## src/hw/rtl/aimd_pkg.sv

```systemverilog
// ----------------------------------------------------------------------------
// aimd_pkg
// Shared types and constants of the AIMD bitrate controller: field widths,
// register indexes, reset values and the structs passed between modules.
// ----------------------------------------------------------------------------
package aimd_pkg;

	// Field widths
	localparam int RateW     = 30;
	localparam int TimeW     = 16;
	localparam int LossW     = 15;
	localparam int IntervalW = 20;
	localparam int FactorW   = 16;
	localparam int TimerW    = 21;
	localparam int CfgIdxW   = 3;

	// Stream widths, rounded up to whole bytes
	localparam int InDataW  = 64;
	localparam int OutDataW = 32;

	// Input field positions in s_tdata
	localparam int RttLsb    = 0;
	localparam int LossLsb   = RttLsb + TimeW;
	localparam int DecodeLsb = LossLsb + LossW;
	localparam int JitterLsb = DecodeLsb + TimeW;

	// Reset values
	localparam logic [RateW-1:0]     InitialRate       = RateW'(2000000);
	localparam logic [RateW-1:0]     MinRateReset      = RateW'(100000);
	localparam logic [RateW-1:0]     MaxRateReset      = RateW'(20000000);
	localparam logic [IntervalW-1:0] IntervalReset     = IntervalW'(8000);
	localparam logic [LossW-1:0]     LossLimitReset    = LossW'(512);
	localparam logic [TimeW-1:0]     RiseLimitReset    = TimeW'(480);
	localparam logic [TimeW-1:0]     DecodeLimitReset  = TimeW'(320);
	localparam logic [FactorW-1:0]   DecreaseReset     = FactorW'(55705);
	localparam logic [RateW-1:0]     IncreaseReset     = RateW'(100000);

	// Smallest timer advance per report (16 ms)
	localparam logic [TimeW-1:0]  MinStep  = TimeW'(256);
	localparam logic [TimerW-1:0] TimerMax = {TimerW{1'b1}};

	typedef enum logic [CfgIdxW-1:0] {
		REG_MIN_RATE        = 3'd0,
		REG_MAX_RATE        = 3'd1,
		REG_ADJUST_INTERVAL = 3'd2,
		REG_LOSS_LIMIT      = 3'd3,
		REG_RISE_LIMIT      = 3'd4,
		REG_DECODE_LIMIT    = 3'd5,
		REG_DECREASE_FACTOR = 3'd6,
		REG_INCREASE_STEP   = 3'd7
	} cfg_reg_t;

	typedef struct packed {
		logic [RateW-1:0]     min_rate;
		logic [RateW-1:0]     max_rate;
		logic [IntervalW-1:0] adjust_interval;
		logic [LossW-1:0]     loss_limit;
		logic [TimeW-1:0]     delay_rise_limit;
		logic [TimeW-1:0]     decode_limit;
		logic [FactorW-1:0]   decrease_factor;
		logic [RateW-1:0]     increase_step;
	} cfg_t;

	typedef struct packed {
		logic [TimeW-1:0] round_trip;
		logic [LossW-1:0] loss_level;
		logic [TimeW-1:0] decode_time;
		logic [TimeW-1:0] jitter_time;
	} item_t;

	typedef struct packed {
		logic [RateW-1:0] bitrate;
		logic             adjusted;
	} result_t;

endpackage

```

## src/hw/rtl/aimd_bitrate_controller_core.sv

```systemverilog
// ----------------------------------------------------------------------------
// aimd_bitrate_controller_core
// AIMD target bitrate controller driven by receiver quality reports.
// ----------------------------------------------------------------------------
// Each report transferred on the slave stream yields exactly one result on the
// master stream: the target bitrate and a flag telling whether the report
// passed the adjustment interval. A report is registered on entry, then evaluated
// by the rate update (one 30x16 multiply, compares and a clamp) and placed in
// the output register; one report is taken every cycle while the master side
// keeps up and no clamp holds it. The controller state is updated in the same cycle
// as the result is loaded into the output register, which lets back-to-back
// reports follow each other without gaps. Register writes are taken every cycle and
// clamp the current rate into [min_rate, max_rate] in the cycle after; a report
// that would reach the rate update in that clamp cycle is held until it is done.
// Write registers only while no report is in flight.
// ----------------------------------------------------------------------------
module aimd_bitrate_controller_core
	import aimd_pkg::*;
(
	input  logic                clk,
	input  logic                arst_n,
	// report stream
	input  logic                s_tvalid,
	output logic                s_tready,
	input  logic [InDataW-1:0]  s_tdata,  // round_trip, loss_level, decode_time, jitter_time
	// result stream
	output logic                m_tvalid,
	input  logic                m_tready,
	output logic [OutDataW-1:0] m_tdata,  // bitrate
	output logic                m_tuser,  // adjusted
	// register writes
	input  logic                cfg_valid,
	output logic                cfg_ready,
	input  logic [CfgIdxW-1:0]  cfg_index,
	input  logic [RateW-1:0]    cfg_data
);

	item_t   item_s1;
	logic    valid_s1;
	result_t res_q;
	logic    out_valid_q;

	logic    s_fire;
	logic    advance;
	item_t   in_item;
	cfg_t    cfg;
	logic    clamp_req;
	result_t result;

	// Unpack the report
	always_comb begin
		in_item.round_trip  = s_tdata[RttLsb +: TimeW];
		in_item.loss_level  = s_tdata[LossLsb +: LossW];
		in_item.decode_time = s_tdata[DecodeLsb +: TimeW];
		in_item.jitter_time = s_tdata[JitterLsb +: TimeW];
	end

	// Handshake: move a report on when the output register is free or drains;
	// hold it while a register write clamps the rate
	assign advance   = valid_s1 && (!out_valid_q || m_tready) && !clamp_req;
	assign s_tready  = !valid_s1 || advance;
	assign s_fire    = s_tvalid && s_tready;
	assign cfg_ready = 1'b1;

	// Input register
	always_ff @(posedge clk or negedge arst_n) begin
		if (!arst_n) begin
			valid_s1 <= 1'b0;
		end else if (s_fire) begin
			valid_s1 <= 1'b1;
		end else if (advance) begin
			valid_s1 <= 1'b0;
		end
	end

	always_ff @(posedge clk) begin
		if (s_fire) begin
			item_s1 <= in_item;
		end
	end

	aimd_cfg_regs u_cfg (
		.clk       (clk),
		.arst_n    (arst_n),
		.wr_en     (cfg_valid && cfg_ready),
		.wr_index  (cfg_index),
		.wr_data   (cfg_data),
		.cfg       (cfg),
		.clamp_req (clamp_req)
	);

	aimd_rate_core u_core (
		.clk       (clk),
		.arst_n    (arst_n),
		.fire      (advance),
		.item      (item_s1),
		.cfg       (cfg),
		.clamp_req (clamp_req),
		.result    (result)
	);

	// Output register
	always_ff @(posedge clk or negedge arst_n) begin
		if (!arst_n) begin
			out_valid_q <= 1'b0;
		end else if (advance) begin
			out_valid_q <= 1'b1;
		end else if (m_tready) begin
			out_valid_q <= 1'b0;
		end
	end

	always_ff @(posedge clk) begin
		if (advance) begin
			res_q <= result;
		end
	end

	assign m_tvalid = out_valid_q;
	assign m_tdata  = OutDataW'(res_q.bitrate);
	assign m_tuser  = res_q.adjusted;

endmodule

```

## src/hw/rtl/aimd_cfg_regs.sv

```systemverilog
// ----------------------------------------------------------------------------
// aimd_cfg_regs
// Configuration register file. Decodes register writes and issues a one-cycle
// clamp request after each write so the rate is pulled into the new range.
// ----------------------------------------------------------------------------
module aimd_cfg_regs
	import aimd_pkg::*;
(
	input  logic                 clk,
	input  logic                 arst_n,
	input  logic                 wr_en,
	input  logic [CfgIdxW-1:0]   wr_index,
	input  logic [RateW-1:0]     wr_data,
	output cfg_t                 cfg,
	output logic                 clamp_req
);

	cfg_t     cfg_q;
	logic     clamp_q;
	cfg_reg_t idx;

	assign idx = cfg_reg_t'(wr_index);

	// Register writes
	always_ff @(posedge clk or negedge arst_n) begin
		if (!arst_n) begin
			cfg_q.min_rate         <= MinRateReset;
			cfg_q.max_rate         <= MaxRateReset;
			cfg_q.adjust_interval  <= IntervalReset;
			cfg_q.loss_limit       <= LossLimitReset;
			cfg_q.delay_rise_limit <= RiseLimitReset;
			cfg_q.decode_limit     <= DecodeLimitReset;
			cfg_q.decrease_factor  <= DecreaseReset;
			cfg_q.increase_step    <= IncreaseReset;
		end else if (wr_en) begin
			unique case (idx)
				REG_MIN_RATE:        cfg_q.min_rate         <= wr_data;
				REG_MAX_RATE:        cfg_q.max_rate         <= wr_data;
				REG_ADJUST_INTERVAL: cfg_q.adjust_interval  <= wr_data[IntervalW-1:0];
				REG_LOSS_LIMIT:      cfg_q.loss_limit       <= wr_data[LossW-1:0];
				REG_RISE_LIMIT:      cfg_q.delay_rise_limit <= wr_data[TimeW-1:0];
				REG_DECODE_LIMIT:    cfg_q.decode_limit     <= wr_data[TimeW-1:0];
				REG_DECREASE_FACTOR: cfg_q.decrease_factor  <= wr_data[FactorW-1:0];
				REG_INCREASE_STEP:   cfg_q.increase_step    <= wr_data;
			endcase
		end
	end

	// Clamp the rate in the cycle after each write, against the updated values
	always_ff @(posedge clk or negedge arst_n) begin
		if (!arst_n) begin
			clamp_q <= 1'b0;
		end else begin
			clamp_q <= wr_en;
		end
	end

	assign cfg       = cfg_q;
	assign clamp_req = clamp_q;

endmodule

```

## src/hw/rtl/aimd_rate_core.sv

```systemverilog
// ----------------------------------------------------------------------------
// aimd_rate_core
// Controller state and its combinational update: timer advance, interval check,
// congestion test, multiplicative decrease or additive increase, and the clamp after a write.
// ----------------------------------------------------------------------------
module aimd_rate_core
	import aimd_pkg::*;
(
	input  logic    clk,
	input  logic    arst_n,
	input  logic    fire,
	input  item_t   item,
	input  cfg_t    cfg,
	input  logic    clamp_req,
	output result_t result
);

	logic [RateW-1:0]  rate_q;
	logic [TimeW-1:0]  prev_rtt_q;
	logic [TimerW-1:0] since_q;

	logic [TimeW-1:0]          step;
	logic [TimerW:0]           since_sum;
	logic [TimerW-1:0]         since_sat;
	logic                      pass;
	logic                      rtt_rise;
	logic [TimeW-1:0]          rtt_diff;
	logic                      congested;
	logic [RateW+FactorW-1:0]  product;
	logic [RateW-1:0]          dec_rate;
	logic [RateW:0]            inc_sum;
	logic [RateW-1:0]          inc_rate;
	logic [RateW-1:0]          new_rate;
	logic [RateW-1:0]          clamp_lo;
	logic [RateW-1:0]          clamp_rate;

	// Advance the timer by at least 16 ms and saturate
	always_comb begin
		step      = (item.round_trip > MinStep) ? item.round_trip : MinStep;
		since_sum = {1'b0, since_q} + (TimerW+1)'(step);
		since_sat = since_sum[TimerW] ? TimerMax : since_sum[TimerW-1:0];
		pass      = !(since_sat < TimerW'(cfg.adjust_interval));
	end

	// Congestion test; a falling rtt never flags
	always_comb begin
		rtt_diff  = item.round_trip - prev_rtt_q;
		rtt_rise  = (prev_rtt_q != '0) && (item.round_trip > prev_rtt_q)
		            && (rtt_diff > cfg.delay_rise_limit);
		congested = (item.loss_level > cfg.loss_limit)
		         || (item.decode_time > cfg.decode_limit)
		         || (item.jitter_time > cfg.delay_rise_limit)
		         || rtt_rise;
	end

	// Decrease with floor, increase with cap
	always_comb begin
		product  = (RateW+FactorW)'(rate_q) * (RateW+FactorW)'(cfg.decrease_factor);
		dec_rate = (product[RateW+FactorW-1:FactorW] > cfg.min_rate)
		           ? product[RateW+FactorW-1:FactorW] : cfg.min_rate;
		inc_sum  = {1'b0, rate_q} + {1'b0, cfg.increase_step};
		inc_rate = (inc_sum < {1'b0, cfg.max_rate}) ? inc_sum[RateW-1:0] : cfg.max_rate;
		new_rate = congested ? dec_rate : inc_rate;
	end

	// Clamp after a register write: up to min, then down to max
	always_comb begin
		clamp_lo   = (rate_q < cfg.min_rate) ? cfg.min_rate : rate_q;
		clamp_rate = (clamp_lo > cfg.max_rate) ? cfg.max_rate : clamp_lo;
	end

	// State update
	always_ff @(posedge clk or negedge arst_n) begin
		if (!arst_n) begin
			rate_q     <= InitialRate;
			prev_rtt_q <= '0;
			since_q    <= '0;
		end else if (fire) begin
			if (pass) begin
				rate_q     <= new_rate;
				prev_rtt_q <= item.round_trip;
				since_q    <= '0;
			end else begin
				since_q    <= since_sat;
			end
		end else if (clamp_req) begin
			rate_q <= clamp_rate;
		end
	end

	assign result.bitrate  = pass ? new_rate : rate_q;
	assign result.adjusted = pass;

	a_hold_rate: assert property (@(posedge clk) disable iff (!arst_n)
		fire && !pass |=> rate_q == $past(rate_q))
		else $error("rate changed on a report below the interval");

	a_timer_clear: assert property (@(posedge clk) disable iff (!arst_n)
		fire && pass |=> since_q == '0)
		else $error("timer not cleared after an adjustment");

	a_increase_cap: assert property (@(posedge clk) disable iff (!arst_n)
		fire && pass && !congested |=> rate_q <= $past(cfg.max_rate))
		else $error("increase went past the maximum rate");

	a_decrease_floor: assert property (@(posedge clk) disable iff (!arst_n)
		fire && pass && congested |=> rate_q >= $past(cfg.min_rate))
		else $error("decrease went below the minimum rate");

endmodule
```

## config.mk

```make
export PLATFORM = sky130hd
export DESIGN_NAME = aimd_bitrate_controller_core
export DESIGN_NICKNAME = d
export VERILOG_FILES = /design/src/hw/rtl/aimd_pkg.sv /design/src/hw/rtl/aimd_bitrate_controller_core.sv /design/src/hw/rtl/aimd_cfg_regs.sv /design/src/hw/rtl/aimd_rate_core.sv
export SDC_FILE = /design/constraint.sdc
export NUM_CORES = 2
export LEC_CHECK = 0
export BUFFER_PORTS_ARGS = -buffer_cell sky130_fd_sc_hd__clkbuf_2
export CAP_MARGIN = 40
export CORE_ASPECT_RATIO = 1.4
export CORE_MARGIN = 3
export CORE_UTILIZATION = 25
export DETAILED_ROUTE_END_ITERATION = 16
export GPL_ROUTABILITY_DRIVEN = 0
export PLACE_DENSITY_LB_ADDON = 0.1
export SLEW_MARGIN = 20
export SYNTH_ARGS = -nofsm -noshare
export SYNTH_HDL_FRONTEND = slang
export SYNTH_SLANG_ARGS = --single-unit
```

## constraint.sdc

```tcl
create_clock -name clk -period 13.85 [get_ports clk]
set_input_delay 2.77 -clock clk [delete_from_list [all_inputs] [get_ports clk]]
set_output_delay 2.77 -clock clk [all_outputs]
set_load 0.05 [all_outputs]
```

==> run summary <==
Clock Latency Late Sink: 0.61 ns
Top delay family on crit path: adder cells
Antenna Violating Nets Remaining: 0
Endpoints failing setup: 0
Most used cell, CP: fa_1
Die Area: 153,000 µm²
Max Root-Sink Buffers: 3
CTS sink cnt: 337
Clk pin slew, worst setup/hold paths: 0.06 ns
CP max FO: 14
Setup_tns: 0 ns
Layout area overhead: 11.8%
Num CTS Buffers: 38
Slowest cell on crit path: dfrtp_1
Number of max-cap violations: 0
Synth async-reset ratio: 72.1%
Crit-path max cell delay: 0.67 ns
Final-stage net count: 5,007
Crit path arrival time: 11.62 ns
Vias: 28,600
Post-Syn Area per Cell: 9.11 µm²
Kind of critical path: flop to flop
I/O pin cnt: 138
WL/cell: 21.9 µm
Initial antenna violation count: 10
Initial drt markers: 1,355
Hold/Removal Path Class: flop to flop
Ratio of cells with drive above 1 in the final layout: 11.8%
Slew headroom: 42.8%
Required @ worst endpoint: 14.20 ns
Max Transition Viols Final: 0
Seq/Total Area, Yosys: 24.1%
Number of setup buffers added after CTS: 0
Worst-margin pin slew: 0.851 ns
Synthesized area: 37,100 µm²
Worst hold slack: 0.478 ns
First-pass GRT wire length: 203,000 µm
Vias in the first global route: 31,100
Status: finished, final reports clean
Post-detail-place hpwl: 106,000 µm
Die Ht: 462 µm
Port bufs: 133
Main flop type after synthesis: dfrtp_1
CP startpoint kind: flop
Cell area after layout: 41,500 µm²
Largest net degree at the start of global routing: 78
Max Freq: 88.7 MHz
Post-DR vias/cell: 4.69
Critical path endpoint category: flop
Total Routing Usage GR: 17.5%
CORE AREA: 147,000 µm²
DRC viols: 0
Htree depth: 2
DRT Pass-1 Iters: 5
Area contributors post-synth: fa_1 (21%), dfrtp_1 (13%), ha_1 (13%)
Synth Warn #: 0
Distinct cells, synth: 81
Die Width: 332 µm
Synth Register Bits: 337
Final Util: 28.3%
Final min period: 11.27 ns
Total wire length: 134,000 µm
Initial Utilization: 25.3%
Unrepaired setup endpoints after global routing: false
Worst path bufs/invs: 12
Placed Area: 40,200 µm²
CTS hold repair buffers: 0
Post-synth top area cell: fa_1
Final Cycle Share: 81.4%
FP Rows: 166
TritonCTS clock tree: done
Number of flops mapped to enable cells by yosys: 94
Post-CTS resize count: 0
Remaining Overflow, GRT: 0
Share of the synthesized area in the top cell type: 21.1%
Worst Skew: 0.0435 ns
Fin. Hold Viols: 0
Post-Synthesis Cells: 4,074
Clk root buf: clkbuf_16
-- state kept, by name, summed over array words and instances (netlist names), 16 cells and up --
register / flops
u_cfg.cfg: 173
item_s1: 63
m_tdata: 30
u_core.rate_q: 30
u_core.since_q: 21
u_core.prev_rtt_q: 16
-- cells in the final DEF, fill, tap and decap left out, types with 8 or more instances in the layout --
cell	netlist	layout
o31ai_1	10	9
edfxtp_1	94	94
clkinv_2	0	10
xor2_1	20	20
clkbuf_1	185	10
mux2i_1	39	39
a211oi_1	50	49
nor2_1	108	107
o21bai_1	14	14
a21o_1	86	86
inv_1	618	618
dfrtp_1	194	194
nand2_1	627	627
clkbuf_2	0	132
nand2b_1	22	22
ha_1	377	377
or2_2	12	12
nor4_1	17	17
nand4_1	55	55
or3_1	8	8
nor2b_1	20	20
xnor2_1	54	54
o21ai_0	245	245
a31oi_1	20	20
a21oi_1	160	160
and3_1	11	11
dfstp_2	49	49
a221o_1	15	15
o211ai_1	28	28
nand3_1	49	49
o21a_1	15	15
and2_1	182	181
nor3_1	38	36
buf_4	5	83
fa_1	392	392
clkbuf_16	0	38
mux2_2	118	118
-- worst min-delay path, delay by kind of cell, from the launching register on --
family	cells	cell delay, ns
simple gates	2	0.10
flops	1	0.35
-- synthesized netlist by cell type (8+ instances only) --
cell type / n
a211oi_1: 50
dfstp_2: 49
ha_1: 377
dfrtp_1: 194
nand3_1: 49
a21o_1: 86
o21a_1: 15
inv_1: 618
clkbuf_1: 185
nand2_1: 627
o21ai_0: 245
or2_2: 12
nand4_1: 55
and3_1: 11
fa_1: 392
o211ai_1: 28
and2_1: 182
buf_2: 9
nor2b_1: 20
nand2b_1: 22
mux2i_1: 39
a21oi_1: 160
nor4_1: 17
o21bai_1: 14
xnor2_1: 54
mux2_2: 118
a221o_1: 15
o31ai_1: 10
nor3_1: 38
xor2_1: 20
or3_1: 8
nor2_1: 108
edfxtp_1: 94
a31oi_1: 20
-- worst paths after layout --
path	from	end	slack [ns]	cells after the start
worst max-delay path	u_cfg.cfg[36]	m_tdata[6]	2.58	38
worst min-delay path	u_core.since_q[9]	u_core.since_q[9]	0.48	2
worst max register to register	u_cfg.cfg[36]	m_tdata[6]	2.58	38
worst min register to register	u_core.since_q[9]	u_core.since_q[9]	0.48	2
max in group asynchronous	arst_n	u_cfg.cfg[70]	10.39	3
min in group asynchronous	arst_n	u_cfg.cfg[168]	2.14	1
-- layout make-up --
type	instances	area, µm²
fillers	15700	105000
well taps	1932	2420
repair buffers	227	1460
inverters	622	2330
multi-input cells	2910	25100
clock inverters	21	240
diodes	5	12.5
flip-flops and latches	337	8960
clock buffers	49	1000
-- metrics by stage --
| stage | setup slack, ns | std cells |
|---|---|---|
| global placement | 2.04 | 6016 |
| finish | 2.58 | 6103 |
| global route | 1.93 | 6099 |
| floorplan | 4.25 | 4075 |
| detailed placement | 2.47 | 6027 |
| CTS | 2.39 | 6097 |
-- kinds of logic after synthesis --
kind of cell / after synthesis / share of synthesized area [%]
compound gates: 733 / 12.5
xor+xnor: 74 / 1.75
fa+ha+maj: 769 / 33.8
buf+inv: 828 / 8.47
flops: 337 / 24.1
mux: 157 / 4.63
other cells: 2 / 0.0202
simple gates: 1174 / 14.7
-- metal layers --
metal | up-vias | wire length (µm) | track usage (%)
met5 | - | 11 | 0
met4 | 2 | 3050 | 4.15
met3 | 127 | 2650 | 1.03
met2 | 417 | 71500 | 33.7
met1 | 14500 | 56300 | 21.3
li1 | 13600 | - | -
Power is not shown: default switching activity piles up to over one toggle a cycle in this logic, so the estimate is an artifact.
